**src/design/gpm_pkg.sv**
```systemverilog
// gpm_pkg: shared types, register indexes and constants for the GF(2^8) polynomial MAC
// holds the controller state type, datapath command/status structs and the field multiply
// no dependencies
package gpm_pkg;

   typedef enum logic [1:0] {
      ST_IDLE,
      ST_PAD,
      ST_EMIT
   } state_type;

   typedef struct packed {
      logic absorb;
      logic pad;
      logic emit;
   } dp_cmd_type;

   typedef struct packed {
      logic cnt_zero;
      logic cnt_full;
      logic inc_full;
      logic last_key;
   } dp_sts_type;

   localparam int CSR_IDX_W = 3;
   localparam logic [CSR_IDX_W-1:0] CSR_BLOCK_LEN = 3'd0;
   localparam logic [CSR_IDX_W-1:0] CSR_KEY_COUNT = 3'd1;
   localparam logic [CSR_IDX_W-1:0] CSR_KEY0      = 3'd2;
   localparam int NUM_KEY_REGS = 4;

   localparam logic [7:0] BLOCK_LEN_RESET = 8'd16;
   localparam logic [2:0] KEY_COUNT_RESET = 3'd1;

   localparam logic OP_DATA  = 1'b0;
   localparam logic OP_FLUSH = 1'b1;

   localparam logic [8:0] GF_POLY  = 9'h11B;
   localparam logic [7:0] PAD_BYTE = 8'h0A;

   function automatic logic [7:0] key_reset_value(input int k);
      logic [7:0] v;
      case (k)
         0: v = 8'd2;
         1: v = 8'd3;
         2: v = 8'd5;
         3: v = 8'd7;
         default: v = 8'd0;
      endcase
      return v;
   endfunction

   // shift-and-add multiply, reduced by the field polynomial at each step
   function automatic logic [7:0] gf_mul(input logic [7:0] a, input logic [7:0] b);
      logic [8:0] x;
      logic [7:0] prod;
      x    = {1'b0, a};
      prod = '0;
      for (int i = 0; i < 8; i++) begin
         if (b[i]) prod = prod ^ x[7:0];
         x = {x[7:0], 1'b0};
         if (x[8]) x = x ^ GF_POLY;
      end
      return prod;
   endfunction

endpackage

```
**src/design/gf256_polynomial_mac.sv**
```systemverilog
// gf256_polynomial_mac: per-key polynomial-evaluation MAC over GF(2^8), polynomial 0x11B
// a data byte is absorbed while idle; a flush pads a partial block with PAD_BYTE up to block_len
// after the byte or flush ending a block, results leave one per cycle unless rsp_stall holds,
// one per active key, during which no item is taken; bound by the single result register
// reset (synchronous, active high) clears counts and accumulators and restores register defaults
// depends on gpm_pkg, gpm_ctrl, gpm_datapath
module gf256_polynomial_mac #(
   parameter int MAX_KEYS = 4
) (
   input  logic                          clock,
   input  logic                          reset,
   input  logic                          req_valid,
   output logic                          req_stall,
   input  logic                          req_opcode,
   input  logic [7:0]                    req_data_byte,
   output logic                          rsp_valid,
   input  logic                          rsp_stall,
   output logic [7:0]                    rsp_mac_value,
   output logic [1:0]                    rsp_key_index,
   output logic                          rsp_last_of_block,
   input  logic                          csr_valid,
   output logic                          csr_ready,
   input  logic [gpm_pkg::CSR_IDX_W-1:0] csr_index,
   input  logic [7:0]                    csr_data
);
   import gpm_pkg::*;

   dp_cmd_type cmd;
   dp_sts_type sts;
   logic       csr_we;

   assign csr_we = csr_valid && csr_ready;

   gpm_ctrl u_ctrl (
      .clock      (clock),
      .reset      (reset),
      .req_valid  (req_valid),
      .req_opcode (req_opcode),
      .req_stall  (req_stall),
      .rsp_valid  (rsp_valid),
      .rsp_stall  (rsp_stall),
      .csr_ready  (csr_ready),
      .sts        (sts),
      .cmd        (cmd)
   );

   gpm_datapath #(
      .MAX_KEYS (MAX_KEYS)
   ) u_datapath (
      .clock             (clock),
      .reset             (reset),
      .cmd               (cmd),
      .sts               (sts),
      .req_data_byte     (req_data_byte),
      .csr_we            (csr_we),
      .csr_index         (csr_index),
      .csr_data          (csr_data),
      .rsp_mac_value     (rsp_mac_value),
      .rsp_key_index     (rsp_key_index),
      .rsp_last_of_block (rsp_last_of_block)
   );

endmodule

```
**src/design/gpm_ctrl.sv**
```systemverilog
// gpm_ctrl: controller for the GF(2^8) polynomial MAC
// sequences byte intake, flush padding and per-key result emission
// depends on gpm_pkg
module gpm_ctrl (
   input  logic                  clock,
   input  logic                  reset,
   input  logic                  req_valid,
   input  logic                  req_opcode,
   output logic                  req_stall,
   output logic                  rsp_valid,
   input  logic                  rsp_stall,
   output logic                  csr_ready,
   input  gpm_pkg::dp_sts_type   sts,
   output gpm_pkg::dp_cmd_type   cmd
);
   import gpm_pkg::*;

   state_type state_ff;
   state_type state_in;
   logic      rsp_valid_ff;
   logic      rsp_valid_in;
   logic      out_free;

   assign out_free = !rsp_valid_ff || !rsp_stall;

   // next state
   always_comb begin
      state_in = state_ff;
      case (state_ff)
         ST_IDLE: begin
            if (req_valid) begin
               if (req_opcode == OP_DATA) begin
                  if (sts.inc_full) state_in = ST_EMIT;
               end else if (!sts.cnt_zero) begin
                  // a block already at length after a shorter block_len needs no padding
                  state_in = sts.cnt_full ? ST_EMIT : ST_PAD;
               end
            end
         end
         ST_PAD: begin
            if (sts.inc_full) state_in = ST_EMIT;
         end
         ST_EMIT: begin
            if (out_free && sts.last_key) state_in = ST_IDLE;
         end
         default: state_in = ST_IDLE;
      endcase
   end

   // outputs
   always_comb begin
      cmd          = '0;
      req_stall    = 1'b1;
      csr_ready    = 1'b0;
      rsp_valid_in = rsp_valid_ff && rsp_stall;
      case (state_ff)
         ST_IDLE: begin
            req_stall  = 1'b0;
            csr_ready  = 1'b1;
            cmd.absorb = req_valid && (req_opcode == OP_DATA);
         end
         ST_PAD: begin
            cmd.absorb = 1'b1;
            cmd.pad    = 1'b1;
         end
         ST_EMIT: begin
            cmd.emit = out_free;
            if (out_free) rsp_valid_in = 1'b1;
         end
         default: begin
            cmd = '0;
         end
      endcase
   end

   always_ff @(posedge clock) begin
      if (reset) begin
         state_ff     <= ST_IDLE;
         rsp_valid_ff <= 1'b0;
      end else begin
         state_ff     <= state_in;
         rsp_valid_ff <= rsp_valid_in;
      end
   end

   assign rsp_valid = rsp_valid_ff;

   // padding only ever runs on a partial block
   a_pad_has_bytes: assert property (@(posedge clock) disable iff (reset)
      (state_ff == ST_PAD) |-> !sts.cnt_zero)
      else $error("padding with an empty block");

   // emitting the last key returns to intake
   a_last_to_idle: assert property (@(posedge clock) disable iff (reset)
      (cmd.emit && sts.last_key) |=> (state_ff == ST_IDLE))
      else $error("controller did not leave emission after last key");

   // a held result is never dropped or overwritten
   a_rsp_held: assert property (@(posedge clock) disable iff (reset)
      (rsp_valid_ff && rsp_stall) |-> !cmd.emit)
      else $error("result register loaded while stalled");

endmodule

```
**src/design/gpm_datapath.sv**
```systemverilog
// gpm_datapath: registers, per-key GF(2^8) multipliers and result register for the MAC
// holds configuration, accumulators, running powers, byte count and emission index
// depends on gpm_pkg
module gpm_datapath #(
   parameter int MAX_KEYS = 4
) (
   input  logic                             clock,
   input  logic                             reset,
   input  gpm_pkg::dp_cmd_type              cmd,
   output gpm_pkg::dp_sts_type              sts,
   input  logic [7:0]                       req_data_byte,
   input  logic                             csr_we,
   input  logic [gpm_pkg::CSR_IDX_W-1:0]    csr_index,
   input  logic [7:0]                       csr_data,
   output logic [7:0]                       rsp_mac_value,
   output logic [1:0]                       rsp_key_index,
   output logic                             rsp_last_of_block
);
   import gpm_pkg::*;

   localparam int KW = (MAX_KEYS > 1) ? $clog2(MAX_KEYS) : 1;

   logic [7:0]    keys_ff [MAX_KEYS];
   logic [7:0]    keys_in [MAX_KEYS];
   logic [7:0]    acc_ff  [MAX_KEYS];
   logic [7:0]    acc_in  [MAX_KEYS];
   logic [7:0]    pow_ff  [MAX_KEYS];
   logic [7:0]    pow_in  [MAX_KEYS];
   logic [7:0]    block_len_ff;
   logic [7:0]    block_len_in;
   logic [2:0]    key_count_ff;
   logic [2:0]    key_count_in;
   logic [7:0]    cnt_ff;
   logic [7:0]    cnt_in;
   logic [KW-1:0] idx_ff;
   logic [KW-1:0] idx_in;
   logic [7:0]    mac_ff;
   logic [1:0]    kidx_ff;
   logic          last_ff;

   logic [7:0]    feed;
   logic [7:0]    cnt_inc;
   logic [7:0]    eff_len;
   logic [2:0]    kc_m1;
   logic [KW-1:0] last_idx;
   logic          block_done;

   assign feed       = cmd.pad ? PAD_BYTE : req_data_byte;
   assign cnt_inc    = (cnt_ff == 8'hFF) ? cnt_ff : cnt_ff + 8'd1;
   assign eff_len    = (block_len_ff == 8'd0) ? 8'd1 : block_len_ff;
   assign kc_m1      = (key_count_ff == 3'd0) ? 3'd0 : key_count_ff - 3'd1;
   assign last_idx   = (kc_m1 > 3'(MAX_KEYS - 1)) ? KW'(MAX_KEYS - 1) : KW'(kc_m1);
   assign block_done = cmd.emit && sts.last_key;

   assign sts.cnt_zero = (cnt_ff == 8'd0);
   assign sts.cnt_full = (cnt_ff >= eff_len);
   assign sts.inc_full = (cnt_inc >= eff_len);
   assign sts.last_key = (idx_ff == last_idx);

   always_comb begin
      block_len_in = block_len_ff;
      key_count_in = key_count_ff;
      if (csr_we && csr_index == CSR_BLOCK_LEN) block_len_in = csr_data;
      if (csr_we && csr_index == CSR_KEY_COUNT) key_count_in = csr_data[2:0];
      for (int k = 0; k < MAX_KEYS; k++) begin
         keys_in[k] = keys_ff[k];
         acc_in[k]  = acc_ff[k];
         pow_in[k]  = pow_ff[k];
         if (cmd.absorb) begin
            acc_in[k] = acc_ff[k] ^ gf_mul(feed, pow_ff[k]);
            pow_in[k] = gf_mul(pow_ff[k], keys_ff[k]);
         end
         if (block_done) begin
            acc_in[k] = 8'd0;
            pow_in[k] = keys_ff[k];
         end
         if (csr_we && (k < NUM_KEY_REGS) && (csr_index == CSR_IDX_W'(CSR_KEY0 + k))) begin
            keys_in[k] = csr_data;
            // mid-block the running power carries on with the new key
            if (cnt_ff == 8'd0) pow_in[k] = csr_data;
         end
      end
   end

   always_comb begin
      cnt_in = cnt_ff;
      idx_in = idx_ff;
      if (cmd.absorb) cnt_in = cnt_inc;
      if (block_done) begin
         cnt_in = 8'd0;
         idx_in = '0;
      end else if (cmd.emit) begin
         idx_in = idx_ff + KW'(1);
      end
   end

   always_ff @(posedge clock) begin
      if (reset) begin
         block_len_ff <= BLOCK_LEN_RESET;
         key_count_ff <= KEY_COUNT_RESET;
         cnt_ff       <= 8'd0;
         idx_ff       <= '0;
         for (int k = 0; k < MAX_KEYS; k++) begin
            keys_ff[k] <= key_reset_value(k);
            acc_ff[k]  <= 8'd0;
            pow_ff[k]  <= key_reset_value(k);
         end
      end else begin
         block_len_ff <= block_len_in;
         key_count_ff <= key_count_in;
         cnt_ff       <= cnt_in;
         idx_ff       <= idx_in;
         for (int k = 0; k < MAX_KEYS; k++) begin
            keys_ff[k] <= keys_in[k];
            acc_ff[k]  <= acc_in[k];
            pow_ff[k]  <= pow_in[k];
         end
      end
   end

   // result register, loaded only when the output side can take it
   always_ff @(posedge clock) begin
      if (cmd.emit) begin
         mac_ff  <= acc_ff[idx_ff];
         kidx_ff <= 2'(idx_ff);
         last_ff <= sts.last_key;
      end
   end

   assign rsp_mac_value     = mac_ff;
   assign rsp_key_index     = kidx_ff;
   assign rsp_last_of_block = last_ff;

   a_block_restart: assert property (@(posedge clock) disable iff (reset)
      block_done |=> (cnt_ff == 8'd0 && idx_ff == '0))
      else $error("block state not cleared after last result");

   a_idx_in_range: assert property (@(posedge clock) disable iff (reset)
      cmd.emit |-> (idx_ff <= last_idx))
      else $error("emission index past last active key");

endmodule
```
**config.mk**
```make
export PLATFORM = sky130hd
export DESIGN_NAME = gf256_polynomial_mac
export DESIGN_NICKNAME = d
export VERILOG_FILES = /design/src/design/gpm_pkg.sv /design/src/design/gf256_polynomial_mac.sv /design/src/design/gpm_ctrl.sv /design/src/design/gpm_datapath.sv
export SDC_FILE = /design/constraint.sdc
export NUM_CORES = 1
export LEC_CHECK = 0
export BUFFER_PORTS_ARGS = -buffer_cell sky130_fd_sc_hd__buf_2
export CAP_MARGIN = 25
export CORE_MARGIN = 8
export CORE_UTILIZATION = 60
export DETAILED_ROUTE_END_ITERATION = 6
export PLACE_DENSITY = 0.77
export SETUP_SLACK_MARGIN = 0.05
export SYNTH_ARGS = -nofsm -noshare
export SYNTH_HDL_FRONTEND = slang
export SYNTH_HIERARCHICAL = 1
export SYNTH_SLANG_ARGS = --single-unit
```
**constraint.sdc**
```tcl
create_clock -name clock -period 4.7 [get_ports clock]
set_clock_uncertainty 0.05 [all_clocks]
set_input_delay 0.235 -clock clock [delete_from_list [all_inputs] [get_ports clock]]
set_output_delay 0.235 -clock clock [all_outputs]
set_load 0.01 [all_outputs]
```
### Yosys cells after proc, flatten, opt, wreduce, memory -nomap -nowiden

Memories as Yosys holds them, arrays and structs flattened. A register that Yosys moved wholly into a read port is not among the register bits.
Cells that the tools add are included.

| operators by class | value |
|---|---|
| eq/ne operators | 12 |
| mux-type cells | 260 |
| add/subtract/negate cells | 3 |
| bitwise logic cells | 108 |
| $lt $le $gt $ge | 3 |
| reductions and logical operators | 21 |

Operators with widths:

| kind | count |
|---|---|
| 2-to-1 mux 8 bit | 206 |
| bitwise XOR 8 bit | 60 |
| 2-to-1 mux 5 bit | 35 |
| NOT 4 bit | 35 |
| greater-or-equal comparator 8 bit | 2 |
| logical NOT 8 bit | 2 |
| 2-to-1 mux 2 bit | 7 |
| OR 1 bit | 12 |
| logical AND 1 bit | 11 |
| 2-to-1 mux 1 bit | 9 |
| adder 8 x 1 -> 8 bit (second input constant) | 1 |
| equality test 8 bit (second input constant) | 1 |
| equality test 3 x 2 -> 1 bit (second input constant) | 2 |
| equality test 3 bit (second input constant) | 2 |
| logical NOT 3 bit | 2 |
| one-hot mux 2 bit (3 select lines) | 1 |
| equality test 3 x 1 -> 1 bit (second input constant) | 1 |
| > comparator 3 x 2 -> 1 bit (second input constant) | 1 |
| 2-to-1 mux 3 bit | 1 |
| != test 3 bit (second input constant) | 1 |
| AND reduction 3 bit | 1 |
| subtractor 3 x 1 -> 3 bit (second input constant) | 1 |
| adder 2 x 1 -> 2 bit (second input constant) | 1 |
| equality test 2 x 1 -> 1 bit (second input constant) | 1 |
| 10 further kinds | 11 |

| word-level totals | value |
|---|---|
| input bits | 25 |
| memories | 3 |
| logic and storage cells | 418 |
| output and inout port bits | 14 |
| register bits | 27 |
| RAM bits | 96 |

Memories:

| name | depth | width | read ports | clocked after memory_dff | wr ports | RTL line | RTL |
|---|---|---|---|---|---|---|---|
| u_datapath.acc_ff | 4 | 8 | 5 | 1 | 4 | gpm_datapath.sv:25 | `logic [7:0] acc_ff [MAX_KEYS];` |
| u_datapath.keys_ff | 4 | 8 | 4 | 0 | 4 | gpm_datapath.sv:23 | `logic [7:0] keys_ff [MAX_KEYS];` |
| u_datapath.pow_ff | 4 | 8 | 4 | 0 | 4 | gpm_datapath.sv:27 | `logic [7:0] pow_ff [MAX_KEYS];` |

### Logic depth before layout (Yosys ltp)

Gate-level depths: netlist (run 1).

| depth | value |
|---|---|
| depth in word-level cells | 31 |
| depth in mapped cells | 17 |
| mapped depth without buffers | 17 |

### Cells and area by module

The synthesis (run 1) kept the hierarchy.

Modules (own cells, without submodules):

| module | instances | cells an instance | area each (um^2) | sequential area each (um^2) |
|---|---|---|---|---|
| gpm_datapath | 1 | 2074 | 15598.7 | 2672.6 |
| gpm_ctrl | 1 | 24 | 185.2 | 60.1 |
| gf256_polynomial_mac | 1 | 1 | 6.3 | 0.0 |

### Worst setup path before layout (run 1)

Ideal clock, no wire load.

| timing path | value |
|---|---|
| path kind | register to register |
| start | register u_datapath.cnt_ff[3] |
| end | register u_ctrl.state_ff[1] |
| slack | 1.455 ns |
| arrival time | 3.082 ns |
| period minus slack after synthesis | 3.245 ns |
| stages on the path, launching flop included | 18 |
| path through | dfxtp_1 > clkbuf_1 > nand3_1 > nor2_1 > nand3_1 > xnor2_1 > ha_1 > nand2b_1 > a21o_1 > a21o_1 > a21o_1 > a21o_1 > a21o_1 > a21o_1 > a21o_1 > mux2i_1 > or3_1 > a21oi_2 |

RTL lines:

| element | RTL line | RTL |
|---|---|---|
| start: declaration | gpm_datapath.sv:33 | `logic [7:0] cnt_ff;` |
| start signal: assignment | gpm_datapath.sv:111 | `cnt_ff <= cnt_in;` |
| end signal: assignment | gpm_ctrl.sv:81 | `state_ff <= state_in;` |
| end: declaration | gpm_ctrl.sv:18 | `state_type state_ff;` |

==> impl_metrics.toml, run 1 <==
[run_status]
status = "complete, no violations"

[sta]
max_freq_mhz = 284
min_period_over_period_pct = 74.9
slew_violations = 0
setup_ws_ns = 1.18
tns_ns = 0
worst_slew_pin_slew_ns = 1.05
hold_viol = 0
finalSetupViolCount = 0
rsz0062_at_grt = "false"
timing.slew.headroom_pct = 29.4
period_minus_slack_ns = 3.52

[placement]
io_buffers = 38
dp_slack_ns = 1.21
placed_cells = 2315
gp_congestion = 0.925
dpl.hpwl_um = 30800

[floorplanning]
dieArea_um2 = 31800
die_w_um = 178
initial_core_util_pct = 60.8
pin_count = 39
core_area_um2 = 26000
rows = 59
die_h_um = 178

[finish]
num-fill-cells = 2238
fin_nets = 2045
final_layout_size_suffix_gt1_share_pct = 7.40
stdcell_count = 2349
area_delta_synth_final_pct = 4.78
multiInputGateArea_um2 = 12200
regArea_um2 = 2730

[flow_run]
cap_violations = 0

[logic_synthesis]
synth_cell_types = 69
avgSynthCellArea_um2 = 7.52
yosys_warnings = 6
syn_nets = 2144
synth_edf_count = 11
syn-instance-count = 2099
synthFlopType = "dfxtp_1"
yosysSeqAreaShare_pct = 17.3
async_flop_share_pct = 0
ys_seq_elements = 131
syn-cell-area_um2 = 15800

[setup_path]
required_ns = 4.95
endpoint_kind = "flip-flop"
worstPathArrival_ns = 3.77
crit_fanout = 8
critPathKind = "reg -> reg"
startpoint_type = "flip-flop"

[drt]
drt-total-wl_um = 45800
vias = 14600
wire_per_inst_um = 19.5
drt_pass1_iterations = 6
drc_errors = 0
avgViaCountPerCell = 6.23
drt_iter0_markers = 1566
final_antenna_net_count = 0

[grt]
grt_usage_pct = 28.8
overflow = 0
grt_max_degree = 92
antenna_found_initial = 2
grt_pass1_vias = 13800
grt_pass1_wl_um = 73400

[cts]
numClockSinks = 131
clock-root-buffer = "clkbuf_16"
h-tree-depth = 4
postCtsSetupRepairBufs = 0
cts_made_buffers = 17
insertion_delay_ns = 0.43
postCtsHoldBufs = 0
cts.path.max_buffers = 2
cts_tree = "yes"
cts_resized = 0
clk_pin_slew_ns = 0.06

[power_and_ir_drop]
power_density_nw_per_um2 = 418
p_leak_nw = 6.60
vdd_drop_max_mv = 0.304

[min_path]
min_path_type = "in -> reg"
-- stage by stage --
stage	util, %	hold slack, ns	instance area, um^2	total power [mW]
after global routing	63.7	0.0797	16500	7.32
after CTS	63.6	0.0331	16500	6.87
after global placement	61.2	0.397	15900	5.35
after detailed placement	61.2	0.406	15900	5.45
after floorplan	-	0.247	15800	4.73
final	63.7	0.0482	16500	6.91
-- worst paths after layout --
check	start	end	slack [ns]	depth (start not counted)
setup / recovery	u_datapath/cnt_ff[1]$_SDFFE_PP0P_	u_ctrl/state_ff[1]$_SDFFE_PP0P_	1.18	17
hold / removal	rsp_stall	u_ctrl/rsp_valid$_SDFF_PP0_	0.05	3
setup reg to reg	u_datapath/cnt_ff[1]$_SDFFE_PP0P_	u_ctrl/state_ff[1]$_SDFFE_PP0P_	1.18	17
hold reg to reg	u_datapath/block_len_ff[0]$_SDFFE_PP0P_	u_datapath/block_len_ff[0]$_SDFFE_PP0P_	0.41	2
-- critical path: stages, from the launching register on --
cell and delay, ns:
dfxtp_1 0.39, ha_1 0.24, nand2_1 0.10, nor2_1 0.21
nand3_1 0.26, xnor2_1 0.25, ha_1 0.25, nand2b_1 0.14
a21o_1 0.17, a21o_1 0.17, a21o_1 0.17, a21o_1 0.17
a21o_1 0.17, a21o_1 0.16, a21o_1 0.18, mux2i_1 0.11
or3_1 0.13, a21oi_2 0.05
-- Yosys cell counts (15+ instances only) --
library cell / number / area share [%]
a31oi_1: 15 / 0.59
nor2b_1: 17 / 0.67
xor3_1: 25 / 3.8
clkbuf_1: 136 / 3.2
xnor3_1: 53 / 7.6
ha_1: 20 / 1.6
nand2_1: 492 / 12
mux2i_1: 42 / 2.7
buf_2: 26 / 0.82
xnor2_1: 285 / 16
a21o_1: 16 / 0.76
nor3_1: 28 / 0.89
a211oi_1: 28 / 1.3
buf_1: 26 / 0.62
a22oi_1: 20 / 0.95
o21ai_0: 93 / 2.9
a21oi_1: 95 / 3.0
nand2b_1: 28 / 1.1
o211ai_1: 18 / 0.86
nor2_1: 136 / 3.2
nand3_1: 37 / 1.2
dfxtp_1: 120 / 15
inv_1: 33 / 0.78
xor2_1: 135 / 7.5
-- layer usage --
layer / global-route usage (%) / vias up / part of all wire, %
met5: 0 / - / 0.028
met4: 12.3 / 2 / 3.4
met3: 3.90 / 134 / 9.5
met2: 46.9 / 767 / 47
met1: 37.7 / 6957 / 40
li1: - / 6766 / -
-- cells by family (layout without fill, tap and decap cells) --
logic type               Yosys count  in the layout  synth area share (%)
AND/OR/NAND/NOR                  820            820                  22.4
XOR/XNOR                         499            499                  34.8
AO/OA/AOI/OAI                    341            341                  13.5
buffers and inverters            225            139                  5.65
flip-flops                       131            131                  17.3
multiplexers                      63             63                  4.73
adder cells (fa/ha/maj)           20             20                  1.58
other                              0              1                     0
-- sequential cells by signal (all words and copies together) (netlist names) --
register / flops
u_datapath/rsp_mac_value: 8
u_datapath/rsp_last_of_block: 1
u_datapath/block_len_ff: 8
u_datapath/acc_ff: 32
u_datapath/idx_ff: 2
u_datapath/cnt_ff: 8
u_datapath/key_count_ff: 3
u_datapath/rsp_key_index: 2
u_datapath/pow_ff: 32
u_ctrl/state_ff: 2
u_datapath/keys_ff: 32
u_ctrl/rsp_valid: 1
-- cells in the final DEF, fill, tap and decap left out, types with 11 or more instances in the layout --
cell type	netlist	routed
a211o_1	12	12
a211oi_1	28	28
a21o_1	16	16
a21oi_1	95	95
a22oi_1	20	20
a31oi_1	15	15
and3_1	13	13
buf_2	26	38
buf_4	2	34
clkbuf_16	0	17
dfxtp_1	120	120
edfxtp_1	11	11
ha_1	20	20
inv_1	33	33
mux2_2	13	13
mux2i_1	42	42
nand2_1	492	492
nand2b_1	28	28
nand3_1	37	37
nand3b_1	14	14
nor2_1	136	135
nor2b_1	17	16
nor3_1	28	28
o211ai_1	18	18
o21ai_0	93	93
xnor2_1	285	285
xnor3_1	53	53
xor2_1	135	135
xor3_1	25	25
-- area by class of cell --
cell class                 count  area share, %
inverter                      34          0.771
tap                          335           2.53
antenna                        1         0.0151
clock inverter                11          0.908
timing repair buffer          73           2.86
multi-input combinational   1743           73.7
sequential                   131           16.5
clock buffer                  21           2.72
-- power by group --
part	internal, mW	switching, mW	total, mW
registers	1.29	0.296	1.59
logic	1.97	1.96	3.93
clock network	0.852	0.542	1.39
No activity file was read; power rests on OpenSTA's default activity.
==> inputs of run 2 (changes only) <==
==> constraint.sdc (replaced) <==
create_clock -name clock -period 3.64 [get_ports clock]
set_clock_uncertainty 0.05 [all_clocks]
set_input_delay 0.182 -clock clock [delete_from_list [all_inputs] [get_ports clock]]
set_output_delay 0.182 -clock clock [all_outputs]
set_load 0.01 [all_outputs]
==> run 2 against run 1 <==
Net effect: die area stayed put; non-clock buffer count increased by 36; critical path depth stayed put; largest cell class unchanged.
==> impl_metrics.toml, run 2 (synthesis results as in run 1) <==
[run_status]
status = "complete, no violations"

[grt]
grt_pass1_vias = 14100
antenna_found_initial = 0
grt_max_degree = 111
grt_usage_pct = 29.2
overflow = 0
grt_pass1_wl_um = 74200

[drt]
avgViaCountPerCell = 6.18
drt_pass1_iterations = 6
drc_errors = 0
drt_iter0_markers = 1516
final_antenna_net_count = 0
drt-total-wl_um = 46200
vias = 14700
wire_per_inst_um = 19.4

[finish]
area_delta_synth_final_pct = 6.47
reg.largest.list = "u_datapath/acc_ff: 32 flops, u_datapath/keys_ff: 32 flops, u_datapath/pow_ff: 32 flops"
final_cell_mix = "nand2_1 (492), xnor2_1 (285), xor2_1 (135), nor2_1 (134), dfxtp_1 (120)"
multiInputGateArea_um2 = 12200
final_layout_size_suffix_gt1_share_pct = 9.22
final_common_cell = "nand2_1"
regArea_um2 = 2730
num-fill-cells = 2235
fin_nets = 2081

[sta]
setup_ws_ns = 0.315
period_minus_slack_ns = 3.33
min_period_over_period_pct = 91.3
timing.slew.headroom_pct = 31.4
hold_viol = 0
max_freq_mhz = 301
worst_slew_pin_slew_ns = 1.03
slew_violations = 0
tns_ns = 0
rsz0062_at_grt = "false"
finalSetupViolCount = 0

[power_and_ir_drop]
power_density_nw_per_um2 = 535
p_leak_nw = 6.76
vdd_drop_max_mv = 0.414

[floorplanning]
die_h_um = 178
core_area_um2 = 26000
initial_core_util_pct = 60.8
pin_count = 39
rows = 59
die_w_um = 178
dieArea_um2 = 31800

[cts]
postCtsSetupRepairBufs = 0
numClockSinks = 131
insertion_delay_ns = 0.44
clk_pin_slew_ns = 0.06
cts_made_buffers = 17
cts_tree = "yes"
cts.path.max_buffers = 2
h-tree-depth = 4
clock-root-buffer = "clkbuf_16"

[flow_run]
cap_violations = 0

[placement]
dp_slack_ns = 0.172
dpl.hpwl_um = 32100
gp_congestion = 0.910
io_buffers = 38

[min_path]
min_path_type = "in -> reg"
hp-start = "reset"

[setup_path]
critPathKind = "reg -> reg"
r2r-start = "u_datapath/cnt_ff[1]$_SDFFE_PP0P_"
required_ns = 3.88
worstPathArrival_ns = 3.57
cp-startpoint = "u_datapath/cnt_ff[1]$_SDFFE_PP0P_"
crit_fanout = 5
startpoint_type = "flip-flop"
endpoint_kind = "flip-flop"
==> run 2: cell count changes in the layout (fill, tap and decap cells not counted), sizes merged <==
| cell | previous run | this run |
|---|---|---|
| buf | 73 | 108 |
| bufinv | 3 | 2 |
| clkinv | 5 | 3 |
| clkinvlp | 1 | 2 |
| dlygate4sd3 | 0 | 1 |
| inv | 36 | 38 |
==> run 2: repair_timing <==
item                                   4_1_cts  5_1_grt
endpoints found under the hold margin        1        0
setup endpoints to repair                    0        2
hold buffers                                 1        0
resized for setup                            0        4
==> run 2: worst max-delay path, stage by stage (launching register included) <==
cell and delay [ns]:
dfxtp_1 0.40, ha_2 0.25, nand2_1 0.10, nor2_2 0.19, nand3_2 0.14, xnor2_1 0.16, ha_1 0.26, nand2b_1 0.14
a21o_1 0.17, a21o_1 0.17, a21o_1 0.17, a21o_1 0.17, a21o_1 0.17, a21o_1 0.16, a21o_1 0.19, mux2i_1 0.12
or3_1 0.14, a21oi_2 0.05
==> run 2: per-layer routing <==
metal  GRT usage [%]  up-vias  wire [um]
met2            47.4      786      21500
met5               0        -          0
met1            38.1     6932      18900
met4            12.3        0       1690
li1                -     6862          -
met3            4.66      148       4120
==> run 2: worst paths after layout <==
| kind | endpoint | slack, ns | cells past startpoint |
|---|---|---|---|
| setup / recovery | u_ctrl/state_ff[1]$_SDFFE_PP0P_ | 0.31 | 17 |
| hold reg to reg | u_datapath/block_len_ff[2]$_SDFFE_PP0P_ | 0.42 | 2 |
| hold / removal | u_datapath/acc_ff[3][4]$_SDFFE_PP0P_ | 0.05 | 3 |
| setup reg to reg | u_ctrl/state_ff[1]$_SDFFE_PP0P_ | 0.31 | 17 |
==> run 2: stage by stage <==
| step | util (%) | power (mW) | instances | hold WS [ns] | instance area [um^2] |
|---|---|---|---|---|---|
| 2_1_floorplan | - | 6.11 | 2099 | 0.194 | 15800 |
| 3_3_place_gp | 62.3 | 7.01 | 2351 | 0.392 | 16200 |
| 3_5_place_dp | 62.3 | 7.13 | 2351 | 0.405 | 16200 |
| 4_1_cts | 64.6 | 8.93 | 2384 | 0.0383 | 16800 |
| 5_1_grt | 64.7 | 9.50 | 2384 | 0.0547 | 16800 |
| 6_report | 64.7 | 8.99 | 2385 | 0.0516 | 16800 |
==> run 2: cell type report <==
class	count	share of cell area [%]
well taps	335	2.49
inverters	34	0.759
flip-flops and latches	131	16.3
clock inverters	11	0.722
multi-input cells	1743	72.6
diodes	1	0.0149
clock buffers	21	2.80
repair buffers	109	4.39
==> run 2: power breakdown <==
group / total (mW) / internal (mW) / switching [mW]
Sequential: 1.99 / 1.67 / 0.329
Clock: 1.77 / 1.06 / 0.709
Combinational: 5.22 / 2.58 / 2.64
